### src/rtl/core/mnlcm_pkg.sv
// shared types, codes and tables for the midi note to light channel mapper
package mnlcm_pkg;

  localparam int unsigned PIN_COUNT       = 8;
  localparam int unsigned PIN_W           = 3;
  localparam int unsigned CHANNELS        = 16;
  localparam int unsigned NOTE_W          = 7;
  localparam int unsigned CHAN_W          = 4;
  localparam int unsigned PROG_W          = 7;
  localparam int unsigned CFG_W           = 4;
  localparam int unsigned CFG_IDX_W       = 2;
  localparam int unsigned MELODY_IDX_W    = 4;
  localparam int unsigned NOTE_COUNT      = 128;
  localparam int unsigned MELODY_PINS_DEF = 5;
  localparam int unsigned S_DATA_W        = 32;
  localparam int unsigned M_DATA_W        = 16;

  // instrument ranges
  localparam logic [PROG_W-1:0] PERC_LO  = 7'd8;
  localparam logic [PROG_W-1:0] PERC_HI  = 7'd15;
  localparam logic [PROG_W-1:0] BASS_LO  = 7'd32;
  localparam logic [PROG_W-1:0] BASS_HI  = 7'd39;
  localparam logic [PROG_W-1:0] SYNTH_LO = 7'd88;
  localparam logic [PROG_W-1:0] SYNTH_HI = 7'd103;

  // reset pin assignments
  localparam logic [CFG_W-1:0] PERC_PIN_RST  = 4'd5;
  localparam logic [CFG_W-1:0] BASS_PIN_RST  = 4'd6;
  localparam logic [CFG_W-1:0] SYNTH_PIN_RST = 4'd6;

  typedef enum logic [1:0] {
    ACT_PROGRAM  = 2'd0,
    ACT_NOTE_ON  = 2'd1,
    ACT_NOTE_OFF = 2'd2,
    ACT_OTHER    = 2'd3
  } action_t;

  typedef enum logic [CFG_IDX_W-1:0] {
    CFG_PERC_PIN  = 2'd0,
    CFG_BASS_PIN  = 2'd1,
    CFG_SYNTH_PIN = 2'd2,
    CFG_NONE      = 2'd3
  } cfg_index_t;

  typedef logic [MELODY_IDX_W-1:0] melody_tab_t [NOTE_COUNT];

  // melody pin for every note, built at elaboration
  function automatic melody_tab_t melody_table(int unsigned pins);
    melody_tab_t tab;
    for (int unsigned n = 0; n < NOTE_COUNT; n++) begin
      tab[n] = MELODY_IDX_W'(((n % 12) * pins) / 12);
    end
    return tab;
  endfunction

endpackage

### src/rtl/core/midi_note_to_light_channel_mapper.sv
// midi note to light channel mapper top level
//
//  channel  | direction | tdata fields (lsb first)
//  s_*      | in        | action[1:0] midi_channel[5:2] note_number[12:6]
//           |           | velocity[19:13] program_req[26:20], zero pad to 32
//  m_*      | out       | pin_levels[7:0] event_handled[8], zero pad to 16
//  cfg_*    | in        | cfg_index selects pin register, cfg_data 4-bit signed
//
// one request per cycle unless stalled; its result shows in the output register
// the next cycle. the state update and the result are computed in one pass
// from the request and the stored pin state, so back-to-back requests see
// each other's effects. a stalled result holds; s_tready drops only while
// the result waits. rst clears instruments, ownership flags, levels and
// toggle; owner fields are left unreset and only read while a pin is busy.
module midi_note_to_light_channel_mapper #(
  parameter int unsigned MELODY_PINS = mnlcm_pkg::MELODY_PINS_DEF
) (
  input  logic                                  clk,
  input  logic                                  rst,
  input  logic                                  s_tvalid,
  output logic                                  s_tready,
  // action, midi_channel, note_number, velocity, program_req
  input  logic [mnlcm_pkg::S_DATA_W-1:0]        s_tdata,
  output logic                                  m_tvalid,
  input  logic                                  m_tready,
  // pin_levels, event_handled
  output logic [mnlcm_pkg::M_DATA_W-1:0]        m_tdata,
  input  logic                                  cfg_we,
  input  logic [mnlcm_pkg::CFG_IDX_W-1:0]       cfg_index,
  input  logic [mnlcm_pkg::CFG_W-1:0]           cfg_data
);
  import mnlcm_pkg::*;

  localparam melody_tab_t MELODY_TAB = melody_table(MELODY_PINS);

  // configuration
  logic [CFG_W-1:0] perc_pin, bass_pin, synth_pin;

  // state
  logic [PROG_W-1:0]    channel_instrument [CHANNELS];
  logic [PIN_COUNT-1:0] pin_busy, pin_busy_next;
  logic [NOTE_W-1:0]    pin_owner_note [PIN_COUNT];
  logic [CHAN_W-1:0]    pin_owner_channel [PIN_COUNT];
  logic [PIN_COUNT-1:0] pin_level, pin_level_next;
  logic                 perc_toggle, perc_toggle_next;

  // output register
  logic                 out_valid;
  logic [PIN_COUNT-1:0] out_levels;
  logic                 out_handled;

  // request fields
  action_t           action;
  logic [CHAN_W-1:0] ch;
  logic [NOTE_W-1:0] note;
  logic [NOTE_W-1:0] vel;
  logic [PROG_W-1:0] prog;

  logic                    accept;
  logic [PROG_W-1:0]       instr;
  logic                    is_perc, is_bass, is_synth;
  logic                    perc_en, bass_en, synth_en;
  logic [MELODY_IDX_W-1:0] melody_idx;
  logic [PIN_W-1:0]        pin;
  logic                    pin_ok;
  logic                    note_on;
  logic                    claim, unclaim;
  logic                    handled;

  assign action = action_t'(s_tdata[1:0]);
  assign ch     = s_tdata[5:2];
  assign note   = s_tdata[12:6];
  assign vel    = s_tdata[19:13];
  assign prog   = s_tdata[26:20];

  assign s_tready = !out_valid || m_tready;
  assign accept   = s_tvalid && s_tready;

  assign instr    = channel_instrument[ch];
  assign is_perc  = (instr >= PERC_LO) && (instr <= PERC_HI);
  assign is_bass  = (instr >= BASS_LO) && (instr <= BASS_HI);
  assign is_synth = (instr >= SYNTH_LO) && (instr <= SYNTH_HI);
  // any negative value disables a dedicated pin
  assign perc_en  = !perc_pin[CFG_W-1];
  assign bass_en  = !bass_pin[CFG_W-1];
  assign synth_en = !synth_pin[CFG_W-1];
  assign melody_idx = MELODY_TAB[note];

  always_comb begin
    pin    = '0;
    pin_ok = 1'b0;
    if (is_bass && bass_en) begin
      pin    = bass_pin[PIN_W-1:0];
      pin_ok = 1'b1;
    end else if (is_synth && synth_en) begin
      pin    = synth_pin[PIN_W-1:0];
      pin_ok = 1'b1;
    end else begin
      pin    = melody_idx[PIN_W-1:0];
      pin_ok = !melody_idx[MELODY_IDX_W-1];
    end
  end

  assign note_on = (action == ACT_NOTE_ON) && (vel != '0);

  always_comb begin
    pin_busy_next    = pin_busy;
    pin_level_next   = pin_level;
    perc_toggle_next = perc_toggle;
    claim            = 1'b0;
    unclaim          = 1'b0;
    handled          = 1'b1;
    case (action)
      ACT_PROGRAM: begin
        pin_busy_next = '0;
      end
      ACT_NOTE_ON, ACT_NOTE_OFF: begin
        if (is_perc) begin
          if (perc_en) begin
            perc_toggle_next = !perc_toggle;
            pin_level_next[perc_pin[PIN_W-1:0]] = !perc_toggle;
          end
        end else if (pin_ok) begin
          if (note_on) begin
            claim = !pin_busy[pin] || (pin_owner_channel[pin] > ch);
          end else begin
            unclaim = pin_busy[pin] && (pin_owner_note[pin] == note) &&
                      (pin_owner_channel[pin] == ch);
          end
          if (claim) begin
            pin_level_next[pin] = 1'b1;
            pin_busy_next[pin]  = 1'b1;
          end else if (unclaim) begin
            pin_level_next[pin] = 1'b0;
            pin_busy_next[pin]  = 1'b0;
          end
        end
      end
      default: begin
        handled = 1'b0;
      end
    endcase
  end

  always_ff @(posedge clk) begin
    if (rst) begin
      perc_pin  <= PERC_PIN_RST;
      bass_pin  <= BASS_PIN_RST;
      synth_pin <= SYNTH_PIN_RST;
    end else if (cfg_we) begin
      case (cfg_index_t'(cfg_index))
        CFG_PERC_PIN:  perc_pin  <= cfg_data;
        CFG_BASS_PIN:  bass_pin  <= cfg_data;
        CFG_SYNTH_PIN: synth_pin <= cfg_data;
        default: ;
      endcase
    end
  end

  always_ff @(posedge clk) begin
    if (rst) begin
      for (int i = 0; i < CHANNELS; i++) begin
        channel_instrument[i] <= '0;
      end
      pin_busy    <= '0;
      pin_level   <= '0;
      perc_toggle <= 1'b0;
    end else if (accept) begin
      if (action == ACT_PROGRAM) begin
        channel_instrument[ch] <= prog;
      end
      pin_busy    <= pin_busy_next;
      pin_level   <= pin_level_next;
      perc_toggle <= perc_toggle_next;
    end
  end

  // owner fields only matter while the pin is busy
  always_ff @(posedge clk) begin
    if (accept && claim) begin
      pin_owner_note[pin]    <= note;
      pin_owner_channel[pin] <= ch;
    end
  end

  always_ff @(posedge clk) begin
    if (rst) begin
      out_valid <= 1'b0;
    end else if (accept) begin
      out_valid <= 1'b1;
    end else if (m_tready) begin
      out_valid <= 1'b0;
    end
  end

  always_ff @(posedge clk) begin
    if (accept) begin
      out_levels  <= pin_level_next;
      out_handled <= handled;
    end
  end

  assign m_tvalid = out_valid;
  assign m_tdata  = {{(M_DATA_W - PIN_COUNT - 1){1'b0}}, out_handled, out_levels};

endmodule
### config.mk
export PLATFORM = sky130hd
export DESIGN_NAME = midi_note_to_light_channel_mapper
export DESIGN_NICKNAME = d
export VERILOG_FILES = /design/src/rtl/core/mnlcm_pkg.sv /design/src/rtl/core/midi_note_to_light_channel_mapper.sv
export SDC_FILE = /design/constraint.sdc
export NUM_CORES = 1
export LEC_CHECK = 0
export ABC_AREA = 1
export BUFFER_PORTS_ARGS = -buffer_cell sky130_fd_sc_hd__buf_2
export CORE_UTILIZATION = 54
export CTS_CLUSTER_SIZE = 28
export DETAILED_ROUTE_END_ITERATION = 16
export GPL_ROUTABILITY_DRIVEN = 0
export PLACE_DENSITY = 0.82
export SLEW_MARGIN = 25
export SYNTH_ARGS = -nofsm -noshare
export SYNTH_HDL_FRONTEND = slang
export SYNTH_SLANG_ARGS = --single-unit
### constraint.sdc
create_clock -name clk -period 4.6 [get_ports clk]
set_input_delay 0.92 -clock clk [delete_from_list [all_inputs] [get_ports clk]]
set_output_delay 0.92 -clock clk [all_outputs]
set_load 0.1 [all_outputs]
==> results.toml <==
[pwr]
power_frac_seq = 0.432
pwr-share-comb = 0.224
power_density_mw_per_mm2 = 379
irDropWorstVdd_mv = 0.322
internal_power_w = 0.00308
power_switching_w = 0.00141
clock_power_share = 0.344
switching_share = 0.314
power.leakage_nw = 5.08
power_w = 0.00449

[routing]
route.detailed.drc = 0
routed_wl_mm = 26.6
viasPerCell = 5.78
firstDrtPassIters = 5
final_antenna_net_count = 0
drtIter0Drc = 1046
vias = 8549
wl_per_cell_microns = 18.0

[cells_and_area]
antennaDiodeCount = 0
final_util = 0.690
final_cell_area_sq_mm = 0.0119
nets = 1291
syn_to_final_growth_pct = 25.5
n_fill_cell = 1200
drive_gt1_frac = 0.252

[place]
postPlaceCellArea_sq_mm = 0.0107
dpl_worst_slack_ns = -0.760
post-dp-hpwl_mm = 16.1
numPortBuffers = 45

[timing]
fin_crit_sh = 1.07
finalWorstSetupSlack_ns = -0.300
rsz0062_at_grt = "yes"
setup_violations = 112
hold_viol = 0
fmax_mhz = 204
slew_viol_final = 0
relSlewSlack = 0.491
skew_ns = 0.0104
max_slew.worst_pin.slew_ns = 0.761
holdWs_ns = 0.490
min_period_ns = 4.90

[global_routing]
grt_pass1_wl_mm = 38.3
first_global_vias = 7716
antenna_found_initial = 0
overflow = 0
grt_usage = 0.280
grt_max_degree = 37

[run_status]
status = "finished with violations"
violations = "setup timing"

[logic_synthesis]
synthAdderAreaFrac = 0.00927
yosysTopAreaCellShare = 0.512
seq_area_frac_synth = 0.575
synthesis.area_sq_mm = 0.00945
yosys_register_bits = 191
synthTopCellsByArea = "edfxtp_1 51%, nand2_1 15%, dfxtp_1 6.4%, nor2_1 6.0%, nand3_1 5.0%"
synthMuxAreaShare = 0
synthXorXnorAreaFrac = 0
synthCells = 1090
ys_warn_count = 0
synth-simple-area-share = 0.293
synth_top_family_by_area = "simple AND/OR/NAND/NOR gates"
synth_cell_types = 41
synth-compound-area-share = 0.0600
syn_avg_cell_area_sq_um = 8.67
synth_top_area_cell = "edfxtp_1"

[setup_path]
slowest_delay_ns = 0.27
cp_slowest_cell = "or2_4"
worstPathArrival_ns = 5.08
worstSetupStartpointType = "input pin"
reg2reg_from = "channel_instrument[8][6]"
end_kind = "flip-flop"
critPathRequiredTime_ns = 4.78
r2r_cells = 29
reg2reg_to = "out_levels[7]"
crit_type = "in -> reg"
rrSetupSlack_ns = 0.07
cp_max_fo = 8

[floorplan]
floorplan.initialDensity = 0.550
io-pin-count = 61
die_area_sq_mm = 0.0180
core-area_sq_mm = 0.0172
row_count = 48
die_h_microns = 134
fp.dieW_microns = 134

[cts]
clkTransAtPathRegs_ns = 0.08
cts-root-buf = "clkbuf_16"
clk_path_buf_depth = 2
ctsHoldBuffers = 0
cts_buffers = 17
cts_tree = "done"
clk_latency_ns = 0.44
htree_num_levels = 4
cts_sinks = 191

[worst_hold_path]
hold_path.class = "reg -> reg"
holdPathStages = 2
whs_endpoint = "pin_level[1]"
hold_path_startpoint = "pin_level[1]"

[run]
cap_violations = 0
how the worst max path moves through the flow:
| stage | from | to | slack, ns |
|---|---|---|---|
| 6_report | s_tdata[2] | out_levels[7] | -0.30 |
| 5_1_grt | s_tdata[2] | out_levels[7] | -0.46 |
| 4_1_cts | s_tdata[2] | out_levels[3] | 0.0003 |
| 3_5_place_dp | s_tdata[2] | out_levels[7] | -0.76 |
| 3_3_place_gp | s_tdata[2] | out_levels[2] | -0.53 |
| 2_1_floorplan | s_tdata[3] | out_levels[7] | 0.004 |
stage by stage:
stage	TNS (ns)	cells
after floorplan	0	1096
after global placement	-48.72	1432
after detailed placement	-67.69	1432
after CTS	0	1472
after global routing	-34.94	1479
final	-13.21	1479
power by group through the flow:
stage                     Clock, W  Combinational [W]  Sequential (W)
after floorplan                  0           0.000514         0.00204
after global placement           0           0.000810         0.00198
after detailed placement         0           0.000837         0.00198
after CTS                  0.00154           0.000895         0.00194
after global routing       0.00161            0.00107         0.00195
final                      0.00155            0.00100         0.00194
layer usage:
metal | up-vias | wire (microns) | GRT usage | part of all wire
li1 | 3921 | - | - | -
met1 | 4013 | 9980 | 0.335 | 0.38
met2 | 511 | 13400 | 0.499 | 0.50
met3 | 104 | 2170 | 0.0416 | 0.082
met4 | 0 | 1030 | 0.126 | 0.039
met5 | - | 0 | 0 | 0
cells in the final DEF (no fill, tap or decap), types with 4 or more instances in the layout:
master	count
a21oi_1	30
nor2_4	17
buf_4	100
conb_1	7
o22ai_1	8
o21ai_0	17
edfxtp_1	161
o21ai_2	4
nand3_1	88
inv_4	4
nand3_2	8
buf_2	43
nand2_2	26
inv_8	5
nor3_1	9
nand2_1	349
ha_1	4
a311oi_1	8
inv_2	17
nor2_2	14
inv_1	59
buf_12	11
dfxtp_1	30
clkinv_1	5
clkbuf_16	18
nor2_1	129
buf_6	7
nand4_1	6
o21ai_1	16
nand2_4	11
critical path, delay by kind of cell:
| family | cells | cell delay (ns) |
|---|---|---|
| AND/OR/NAND/NOR | 24 | 2.86 |
| AO/OA/AOI/OAI | 2 | 0.32 |
| adder cells (fa/ha/maj) | 1 | 0.26 |
| buffers and inverters | 7 | 0.67 |
sequential cells by signal, indices dropped and copies added (netlist names):
signal	cells
perc_toggle	1
channel_instrument	64
perc_pin	4
pin_level	8
pin_owner_note	56
m_tvalid	1
synth_pin	4
pin_busy	8
pin_owner_channel	32
out_levels	8
out_handled	1
bass_pin	4
logic make-up after synthesis:
group | count (synthesis)
AND/OR/NAND/NOR | 667
flip-flops | 191
buffers and inverters | 126
AO/OA/AOI/OAI | 98
adder cells (fa/ha/maj) | 7
other | 1
cell type report:
cell class              instances  area, sq um  area share
flip-flops and latches        191         5440       0.458
multi-input cells             781         3870       0.326
repair buffers                162         1290       0.109
clock buffers                  17          425      0.0359
inverters                      88          360      0.0304
well taps                     225          282      0.0237
clock inverters                15          199      0.0168
cells in the mapped netlist (all sizes together):
cell    number
inv         82
nand4        6
or2          4
nor4         2
or4          3
a311oi       8
nand2      386
o21a         1
nand3       97
nor3         9
clkinv       6
edfxtp     161
ha           7
a21oi       31
conb         1
a22o         2
buf         24
dfxtp       30
a221oi       2
a22oi        2
o211ai       3
nor2       160
a21boi       1
clkbuf      14
o22ai       11
o21ai       37
what timing repair did:
| item | CTS | global route |
|---|---|---|
| pin swaps | 22 | 31 |
| gates cloned | 1 | 2 |
| gates resized for setup | 49 | 67 |
| setup buffers | 8 | 5 |
| endpoints found under the setup margin | 112 | 112 |
Power figures use the tool's default switching activity.
